`src/sv/bwt_pkg.sv`:
```
// bwt_pkg: shared constants and types for the block transform
// no dependencies
package bwt_pkg;
    localparam int MAX_LEN_DEF = 64;
    localparam int SYM_W = 8;

    typedef struct packed {
        logic load;       // store incoming symbol
        logic init_sort;  // reset sort counters
        logic cmp_step;   // one sort step
        logic emit;       // issue one result
    } t_cmd;

    typedef struct packed {
        logic sort_done;
        logic emit_last;
        logic out_final;  // final result is on the outputs
    } t_status;
endpackage

```
`src/sv/bwt_datapath.sv`:
```
// bwt_datapath: symbol store, order list and insertion sort datapath
// depends on bwt_pkg
module bwt_datapath #(
    parameter int MAX_LEN = bwt_pkg::MAX_LEN_DEF,
    localparam int AW = (MAX_LEN > 1) ? $clog2(MAX_LEN) : 1,
    localparam int CW = $clog2(MAX_LEN + 1)
) (
    input  logic                      i_clk,
    input  logic                      i_rst_n,
    input  bwt_pkg::t_cmd             i_cmd,
    input  logic [bwt_pkg::SYM_W-1:0] i_symbol,
    output bwt_pkg::t_status          o_status,
    output logic                      o_valid,
    output logic [bwt_pkg::SYM_W-1:0] o_sym,
    output logic                      o_final,
    output logic                      o_ovf
);
    // sort phases
    localparam logic [1:0] PH_OPEN  = 2'd0;  // begin inserting the next key
    localparam logic [1:0] PH_ADDR  = 2'd1;  // set up one rotation compare
    localparam logic [1:0] PH_CMP   = 2'd2;  // one byte compare per cycle
    localparam logic [1:0] PH_PLACE = 2'd3;  // key sinks to the bottom entry

    logic [bwt_pkg::SYM_W-1:0] r_buf [MAX_LEN];
    logic [AW-1:0]             r_ord [MAX_LEN];
    logic [CW-1:0] r_fill, n_fill;
    logic          r_ovf;
    // sort state: i outer index, j insert position, k compare offset
    logic [1:0]    r_ph;
    logic [CW-1:0] r_i, r_j, r_k;
    logic [AW-1:0] r_key, r_prev, r_ia, r_ib;
    logic [CW-1:0] r_e;
    // registered read data
    logic [bwt_pkg::SYM_W-1:0] r_ca, r_cb;
    logic [AW-1:0]             r_ordq;
    // emit pipeline
    logic          r_v1, r_f1, r_v2, r_f2;

    logic [AW-1:0] buf_ra, buf_rb, ord_ra, ord_wa, ord_wd;
    logic          ord_we;
    logic [AW-1:0] n1, last;
    logic          key_below, key_stays;

    // next start position within the block, wrapping at the end
    function automatic logic [AW-1:0] step_wrap(input logic [AW-1:0] a,
                                                input logic [AW-1:0] top);
        return (a == top) ? '0 : a + AW'(1);
    endfunction

    assign n1 = AW'(r_fill - CW'(1));
    assign last = (r_ordq == '0) ? n1 : r_ordq - AW'(1);
    assign key_below = (r_ca < r_cb);
    assign key_stays = (r_ca > r_cb) || (r_k + CW'(1) == r_fill);

    assign o_status.sort_done = (r_ph == PH_OPEN) && (r_i >= r_fill);
    assign o_status.emit_last = (r_e + CW'(1) == r_fill);
    assign o_status.out_final = r_v2 && r_f2;
    assign o_valid = r_v2;
    assign o_sym = r_ca;
    assign o_final = r_f2;
    assign o_ovf = r_ovf;

    always_comb begin
        n_fill = r_fill;
        if (i_cmd.load && r_fill != CW'(MAX_LEN)) n_fill = r_fill + CW'(1);
    end

    // read addresses of the symbol store
    always_comb begin
        buf_ra = last;
        buf_rb = r_ib;
        if (r_ph == PH_ADDR) begin
            buf_ra = r_key;
            buf_rb = r_ordq;
        end else if (r_ph == PH_CMP) begin
            buf_ra = r_ia;
        end
    end

    // read and write port of the order list
    always_comb begin
        if (i_cmd.emit) ord_ra = r_e[AW-1:0];
        else if (r_ph == PH_OPEN) ord_ra = AW'(r_i - CW'(1));
        else ord_ra = AW'(r_j - CW'(2));
        ord_we = 1'b0;
        ord_wa = r_j[AW-1:0];
        ord_wd = r_key;
        if (i_cmd.init_sort) begin
            ord_we = 1'b1;
            ord_wa = '0;
            ord_wd = '0;
        end else if (i_cmd.cmp_step) begin
            if (r_ph == PH_CMP) begin
                ord_we = key_below || key_stays;
                if (key_below) ord_wd = r_prev;
            end else if (r_ph == PH_PLACE) begin
                ord_we = 1'b1;
            end
        end
    end

    // control-state registers
    always_ff @(posedge i_clk) begin
        if (!i_rst_n) begin
            r_fill <= '0;
            r_ovf <= 1'b0;
            r_ph <= PH_OPEN;
            r_i <= '0;
            r_j <= '0;
            r_k <= '0;
            r_e <= '0;
            r_key <= '0;
            r_prev <= '0;
            r_ia <= '0;
            r_ib <= '0;
            r_v1 <= 1'b0;
            r_f1 <= 1'b0;
            r_v2 <= 1'b0;
            r_f2 <= 1'b0;
        end else begin
            if (i_cmd.load) begin
                r_fill <= n_fill;
                if (r_fill == CW'(MAX_LEN)) r_ovf <= 1'b1;
            end
            // order read, then symbol read, then output
            r_v1 <= i_cmd.emit;
            r_f1 <= i_cmd.emit && o_status.emit_last;
            r_v2 <= r_v1;
            r_f2 <= r_f1;
            if (i_cmd.emit) r_e <= r_e + CW'(1);
            if (o_status.out_final) begin
                r_fill <= '0;
                r_ovf <= 1'b0;
            end
            if (i_cmd.init_sort) begin
                r_ph <= PH_OPEN;
                r_i <= CW'(1);
                r_e <= '0;
            end else if (i_cmd.cmp_step) begin
                unique case (r_ph)
                    PH_OPEN: begin
                        // key i starts at j = i
                        r_key <= r_i[AW-1:0];
                        r_j <= r_i;
                        r_ph <= PH_ADDR;
                    end
                    PH_ADDR: begin
                        r_prev <= r_ordq;
                        r_ia <= step_wrap(r_key, n1);
                        r_ib <= step_wrap(r_ordq, n1);
                        r_k <= '0;
                        r_ph <= PH_CMP;
                    end
                    PH_CMP: begin
                        if (key_below) begin
                            // key below: entry moved up, try the next one
                            r_j <= r_j - CW'(1);
                            r_ph <= (r_j == CW'(1)) ? PH_PLACE : PH_ADDR;
                        end else if (key_stays) begin
                            // in place, next key
                            r_i <= r_i + CW'(1);
                            r_ph <= PH_OPEN;
                        end else begin
                            r_ia <= step_wrap(r_ia, n1);
                            r_ib <= step_wrap(r_ib, n1);
                            r_k <= r_k + CW'(1);
                        end
                    end
                    PH_PLACE: begin
                        r_i <= r_i + CW'(1);
                        r_ph <= PH_OPEN;
                    end
                    default: r_ph <= PH_OPEN;
                endcase
            end
        end
    end

    // symbol store and order list
    always_ff @(posedge i_clk) begin
        if (i_cmd.load && r_fill != CW'(MAX_LEN))
            r_buf[r_fill[AW-1:0]] <= i_symbol;
        if (ord_we)
            r_ord[ord_wa] <= ord_wd;
        r_ordq <= r_ord[ord_ra];
        r_ca <= r_buf[buf_ra];
        r_cb <= r_buf[buf_rb];
    end
endmodule

```
`src/sv/bwt_ctrl.sv`:
```
// bwt_ctrl: controller state machine for load, sort and emit phases
// depends on bwt_pkg
module bwt_ctrl (
    input  logic             i_clk,
    input  logic             i_rst_n,
    input  logic             i_start,
    input  logic             i_block_end,
    input  bwt_pkg::t_status i_status,
    output bwt_pkg::t_cmd    o_cmd,
    output logic             o_busy
);
    localparam logic [2:0] S_LOAD  = 3'd0;
    localparam logic [2:0] S_INIT  = 3'd1;
    localparam logic [2:0] S_SORT  = 3'd2;
    localparam logic [2:0] S_EMIT  = 3'd3;
    localparam logic [2:0] S_DRAIN = 3'd4;
    logic [2:0] r_state, n_state;
    logic       acc;

    assign acc = i_start && (r_state == S_LOAD);
    assign o_busy = (r_state != S_LOAD);

    // commands and next state
    always_comb begin
        o_cmd = '0;
        n_state = r_state;
        unique case (r_state)
            S_LOAD: begin
                o_cmd.load = acc;
                if (acc && i_block_end) n_state = S_INIT;
            end
            S_INIT: begin
                o_cmd.init_sort = 1'b1;
                n_state = S_SORT;
            end
            S_SORT: begin
                o_cmd.cmp_step = 1'b1;
                if (i_status.sort_done) begin
                    o_cmd.cmp_step = 1'b0;
                    n_state = S_EMIT;
                end
            end
            S_EMIT: begin
                o_cmd.emit = 1'b1;
                if (i_status.emit_last) n_state = S_DRAIN;
            end
            S_DRAIN: begin
                if (i_status.out_final) n_state = S_LOAD;
            end
            default: n_state = S_LOAD;
        endcase
    end

    always_ff @(posedge i_clk) begin
        if (!i_rst_n) r_state <= S_LOAD;
        else r_state <= n_state;
    end
endmodule

```
`src/sv/bwt_block_transform.sv`:
```
// bwt_block_transform: top level of the block transform
// depends on bwt_pkg, bwt_ctrl, bwt_datapath
//
// usage: drive i_symbol and i_block_end with start; a transfer happens at
// an edge where start is high and busy is low. while loading, symbols are
// taken one per cycle; the transfer with i_block_end high closes the block.
// symbols beyond MAX_LEN are dropped and the block's results carry o_overflow.
// after the closing transfer busy rises: a setup state, then an insertion
// sort of the rotations. each key is first opened; each rotation it passes
// gets a setup step and then a byte-by-byte compare, and a key that sinks to
// the bottom takes one more placing step; a final step ends the sort, whose
// length depends on the data. each result is read from the order list and
// then from the symbol store; one result per stored symbol follows on
// consecutive cycles, each marked by o_strobe for one cycle; the
// last carries o_final_result and busy falls on the cycle after it. one block
// is handled at a time. the receiver cannot stall.
// reset (synchronous, active low) empties the store and returns to loading.
module bwt_block_transform #(
    parameter int MAX_LEN = bwt_pkg::MAX_LEN_DEF
) (
    input  logic       i_clk,
    input  logic       i_rst_n,
    input  logic       start,
    output logic       busy,
    input  logic [7:0] i_symbol,
    input  logic       i_block_end,
    output logic       o_strobe,
    output logic [7:0] o_last_column_symbol,
    output logic       o_final_result,
    output logic       o_overflow
);
    bwt_pkg::t_cmd    cmd;
    bwt_pkg::t_status status;

    bwt_ctrl u_ctrl (
        .i_clk(i_clk), .i_rst_n(i_rst_n), .i_start(start),
        .i_block_end(i_block_end), .i_status(status), .o_cmd(cmd),
        .o_busy(busy)
    );

    bwt_datapath #(.MAX_LEN(MAX_LEN)) u_dp (
        .i_clk(i_clk), .i_rst_n(i_rst_n), .i_cmd(cmd), .i_symbol(i_symbol),
        .o_status(status), .o_valid(o_strobe),
        .o_sym(o_last_column_symbol), .o_final(o_final_result),
        .o_ovf(o_overflow)
    );
endmodule

```
`config.mk`:
```
export PLATFORM = sky130hd
export DESIGN_NAME = bwt_block_transform
export DESIGN_NICKNAME = d
export VERILOG_FILES = /design/src/sv/bwt_pkg.sv /design/src/sv/bwt_datapath.sv /design/src/sv/bwt_ctrl.sv /design/src/sv/bwt_block_transform.sv
export SDC_FILE = /design/constraint.sdc
export NUM_CORES = 2
export LEC_CHECK = 0
export BUFFER_PORTS_ARGS = -buffer_cell sky130_fd_sc_hd__buf_2
export CORE_MARGIN = 8
export CORE_UTILIZATION = 42
export CTS_BUF_LIST = sky130_fd_sc_hd__clkbuf_2 sky130_fd_sc_hd__clkbuf_4 sky130_fd_sc_hd__clkbuf_8
export DETAILED_ROUTE_END_ITERATION = 6
export SLEW_MARGIN = 20
export SYNTH_ARGS = -nofsm -noshare
export SYNTH_HDL_FRONTEND = slang
export SYNTH_HIERARCHICAL = 1
export SYNTH_SLANG_ARGS = --single-unit
```
`constraint.sdc`:
```
create_clock -name i_clk -period 12.1 [get_ports i_clk]
set_input_delay 1.21 -clock i_clk [delete_from_list [all_inputs] [get_ports i_clk]]
set_output_delay 1.21 -clock i_clk [all_outputs]
set_load 0.05 [all_outputs]
```
==> results.toml <==
[placement]
numPortBuffers = 23
place.gp.congestion = 0.848
place_hpwl_um = 81400
dp.cells = 4446

[cells_and_area]
areaGrowthSynthToFinish_pct = 10.2
drive_above_1_share = 0.193
fin_nets = 3238
multi_input_area_um2 = 15700
fill_cells = 9394
ff_latch_area_um2 = 28700
final_cells = 4720

[sta]
tightest_slew_ns = 1.18
slew_viol_final = 0
layout_min_cycle_time_ns = 5.31
max_clock_freq_mhz = 188
period_share = 0.439
slew_headroom = 0.212
fin_skew_ns = 0.0455
setup_viol = 0
hold_viol = 0
rsz0062_at_grt = "false"
final.setup.tns_ns = 0

[flow_run]
maxCapViolations = 0

[pwr]
power_frac_comb = 0.328
clkPwrFrac = 0.294
power_frac_seq = 0.378
p_switching_mw = 3.65
p_int_mw = 6.54
p_leak_nw = 16.8
power_density_nw_per_um2 = 203
ir_worst_vdd_uv = 174
power.share.switching = 0.358

[floorplanning]
coreArea_um2 = 108000
dieArea_um2 = 119000
start_util = 0.421
die_h_um = 345
die_w_um = 345
std_cell_rows = 121
ios = 24

[grt]
grt_max_degree = 129
grt_overflow_total = 0
grt_pass1_wl_um = 194000
grt_pass1_vias = 28730
antenna_found_initial = 3
grtUsageTotal = 0.214

[synth]
syn-num-nets = 3221
synthArstFlopShare = 0
yosysUniqueCellTypes = 91
yosys.area.top_type_share = 0.590
muxShareOfSynthArea = 0.139
syn_avg_cell_area_um2 = 14.3
synth_edf_count = 896
ys_ff_latch = 987
synth_cells = 3179
synth_fa_ha_area_frac = 0.00823
synth_common_cells = "edfxtp_1, nand2_1, mux4_2"
synth_top_family_by_area = "multiplexers"
yosys.area.top_type = "edfxtp_1"
synth_ff_type = "edfxtp_1"
yosys.area_share.simple = 0.0858
synthXorXnorAreaFrac = 0.0154
syn_area_um2 = 45600
yosys-top-cells-area = "edfxtp_1, mux4_2, dfxtp_1, mux2i_1, nand2_1"
yosysMostFrequentCell = "edfxtp_1"
synth_compound_area_frac = 0.0911
ys_warn_count = 6
synth-seq-area-share = 0.630

[routing]
drtAntennaViolNets = 0
wl_met1_um = 53300
drc = 0
via_count = 29005
drt_first_pass_iters = 5
top_layer = "met5"
dr.first_iter.drc_count = 3137
wl_met2_um = 62100
drt_wl_total_um = 132000
viasPerCell = 6.15
wl_per_cell_um = 27.9
route.met3.wl_um = 11100

[clock_tree]
cts_root_buffer = "clkbuf_8"
cts_buffers = 162
cts_resized = 0
hold_buffers = 0
cts_tree = "built"
clk_pin_slew_ns = 0.06
clockBufferDepth = 3
clkLatencyLatePin_ns = 0.82
h-tree-depth = 4
post_cts_buffers = 0
clock-sinks = 987

[worst_setup_path]
critPathCaptureType = "register"
path_common_cell = "buf_4"
slowest_delay_ns = 0.89
cp.required_ns = 12.76
crit_fanout = 69
path_cells = "nand2b_1 > o22a_1 > and3_4 > buf_4 > nand3_2 > buf_4 > o22ai_1 > a211oi_1 > nor3_1 > nor4_1"
cp_slowest_cell = "nor3_1"
path_buf_inv = 2
crit_type = "register to register"
crit_arrival_ns = 5.97
start_kind = "register"
critPathTopFamily = "simple AND/OR/NAND/NOR gates"

[status]
status = "finished, final reports clean"

[hold_path]
hold_class = "register to register"
## cells in the final DEF (no fill, tap or decap), drive strengths merged, types with 57 or more instances in the layout
cell type and count:
buf 81, clkbuf 226, nand2 358, mux2 57
mux2i 152, dfxtp 91, mux4 186, nand3 86
a211oi 69, edfxtp 896, a21oi 116, nor2 188
## cell families after synthesis
logic type,after synthesis
adders and majority gates,30
xor gates and xnor gates,73
muxes,395
DFF,987
buffers and inverters,269
and+or+nand+nor,853
AOI/OAI and AO/OA,572
## stage by stage
stage               hold slack [ns]  total power, mW  setup WS (ns)  utilization  cell area, µm²
floorplan                     0.412             6.16           7.30            -           45600
global placement              0.427             7.18           6.90        0.434           46900
global route                  0.457             10.6           6.65        0.464           50200
detailed placement            0.422             7.18           6.76        0.434           46900
finish                        0.450             10.2           6.79        0.464           50200
CTS                           0.452             10.2           6.71        0.464           50200
## path summary, 6_finish.rpt
| path | from | endpoint | slack, ns | depth (start not counted) |
|---|---|---|---|---|
| worst min-delay path | u_dp/r_f1$_SDFF_PN0_ | u_dp/o_final$_SDFF_PN0_ | 0.45 | 1 |
| worst min register to register | u_dp/r_f1$_SDFF_PN0_ | u_dp/o_final$_SDFF_PN0_ | 0.45 | 1 |
| worst max register to register | u_dp/r_ph[0]$_SDFFE_PP0P_ | u_dp/o_sym[2]$_DFF_P_ | 6.79 | 10 |
| worst max-delay path | u_dp/r_ph[0]$_SDFFE_PP0P_ | u_dp/o_sym[2]$_DFF_P_ | 6.79 | 10 |
## sequential cells by signal, indices dropped and copies added (netlist names)
signal / count
u_ctrl/r_state: 3
u_dp/r_ia: 6
u_dp/o_ovf: 1
u_dp/r_prev: 6
u_dp/r_ph: 2
u_dp/o_valid: 1
u_dp/o_final: 1
u_dp/r_ordq: 6
u_dp/r_e: 7
u_dp/r_i: 7
u_dp/r_j: 7
u_dp/r_fill: 7
u_dp/r_buf: 512
u_dp/r_v1: 1
u_dp/r_f1: 1
u_dp/r_key: 6
u_dp/o_sym: 8
u_dp/r_ord: 384
u_dp/r_ib: 6
u_dp/r_cb: 8
u_dp/r_k: 7
## routing by layer
metal | up-vias | global-route usage
met5 | - | 0
met4 | 2 | 0.0895
met3 | 312 | 0.0446
met2 | 1456 | 0.345
met1 | 14681 | 0.281
li1 | 12554 | -
## worst reg2reg max path, stage by stage (launching register included)
cell,delay [ns]
dfxtp_1,0.86
nand2b_1,0.75
o22a_1,0.26
and3_4,0.18
buf_4,0.73
nand3_2,0.65
buf_4,0.44
o22ai_1,0.22
a211oi_1,0.08
nor3_1,0.89
nor4_1,0.10
## power groups by stage
stage	Combinational (mW)	Clock, mW	Sequential [mW]
after floorplan	2.27	0	3.89
after global placement	3.26	0	3.92
after detailed placement	3.27	0	3.92
after CTS	3.28	3.05	3.85
after global routing	3.53	3.19	3.85
final	3.35	2.99	3.85
## layout make-up
type | instances | area share
inverter | 41 | 0.00306
antenna | 2 | 0.0000996
tap | 1414 | 0.0352
clock buffer | 226 | 0.0562
sequential | 987 | 0.572
clock inverter | 46 | 0.00882
multi-input combinational | 1923 | 0.313
timing repair buffer | 81 | 0.0115
Power figures use the tool's default switching activity.
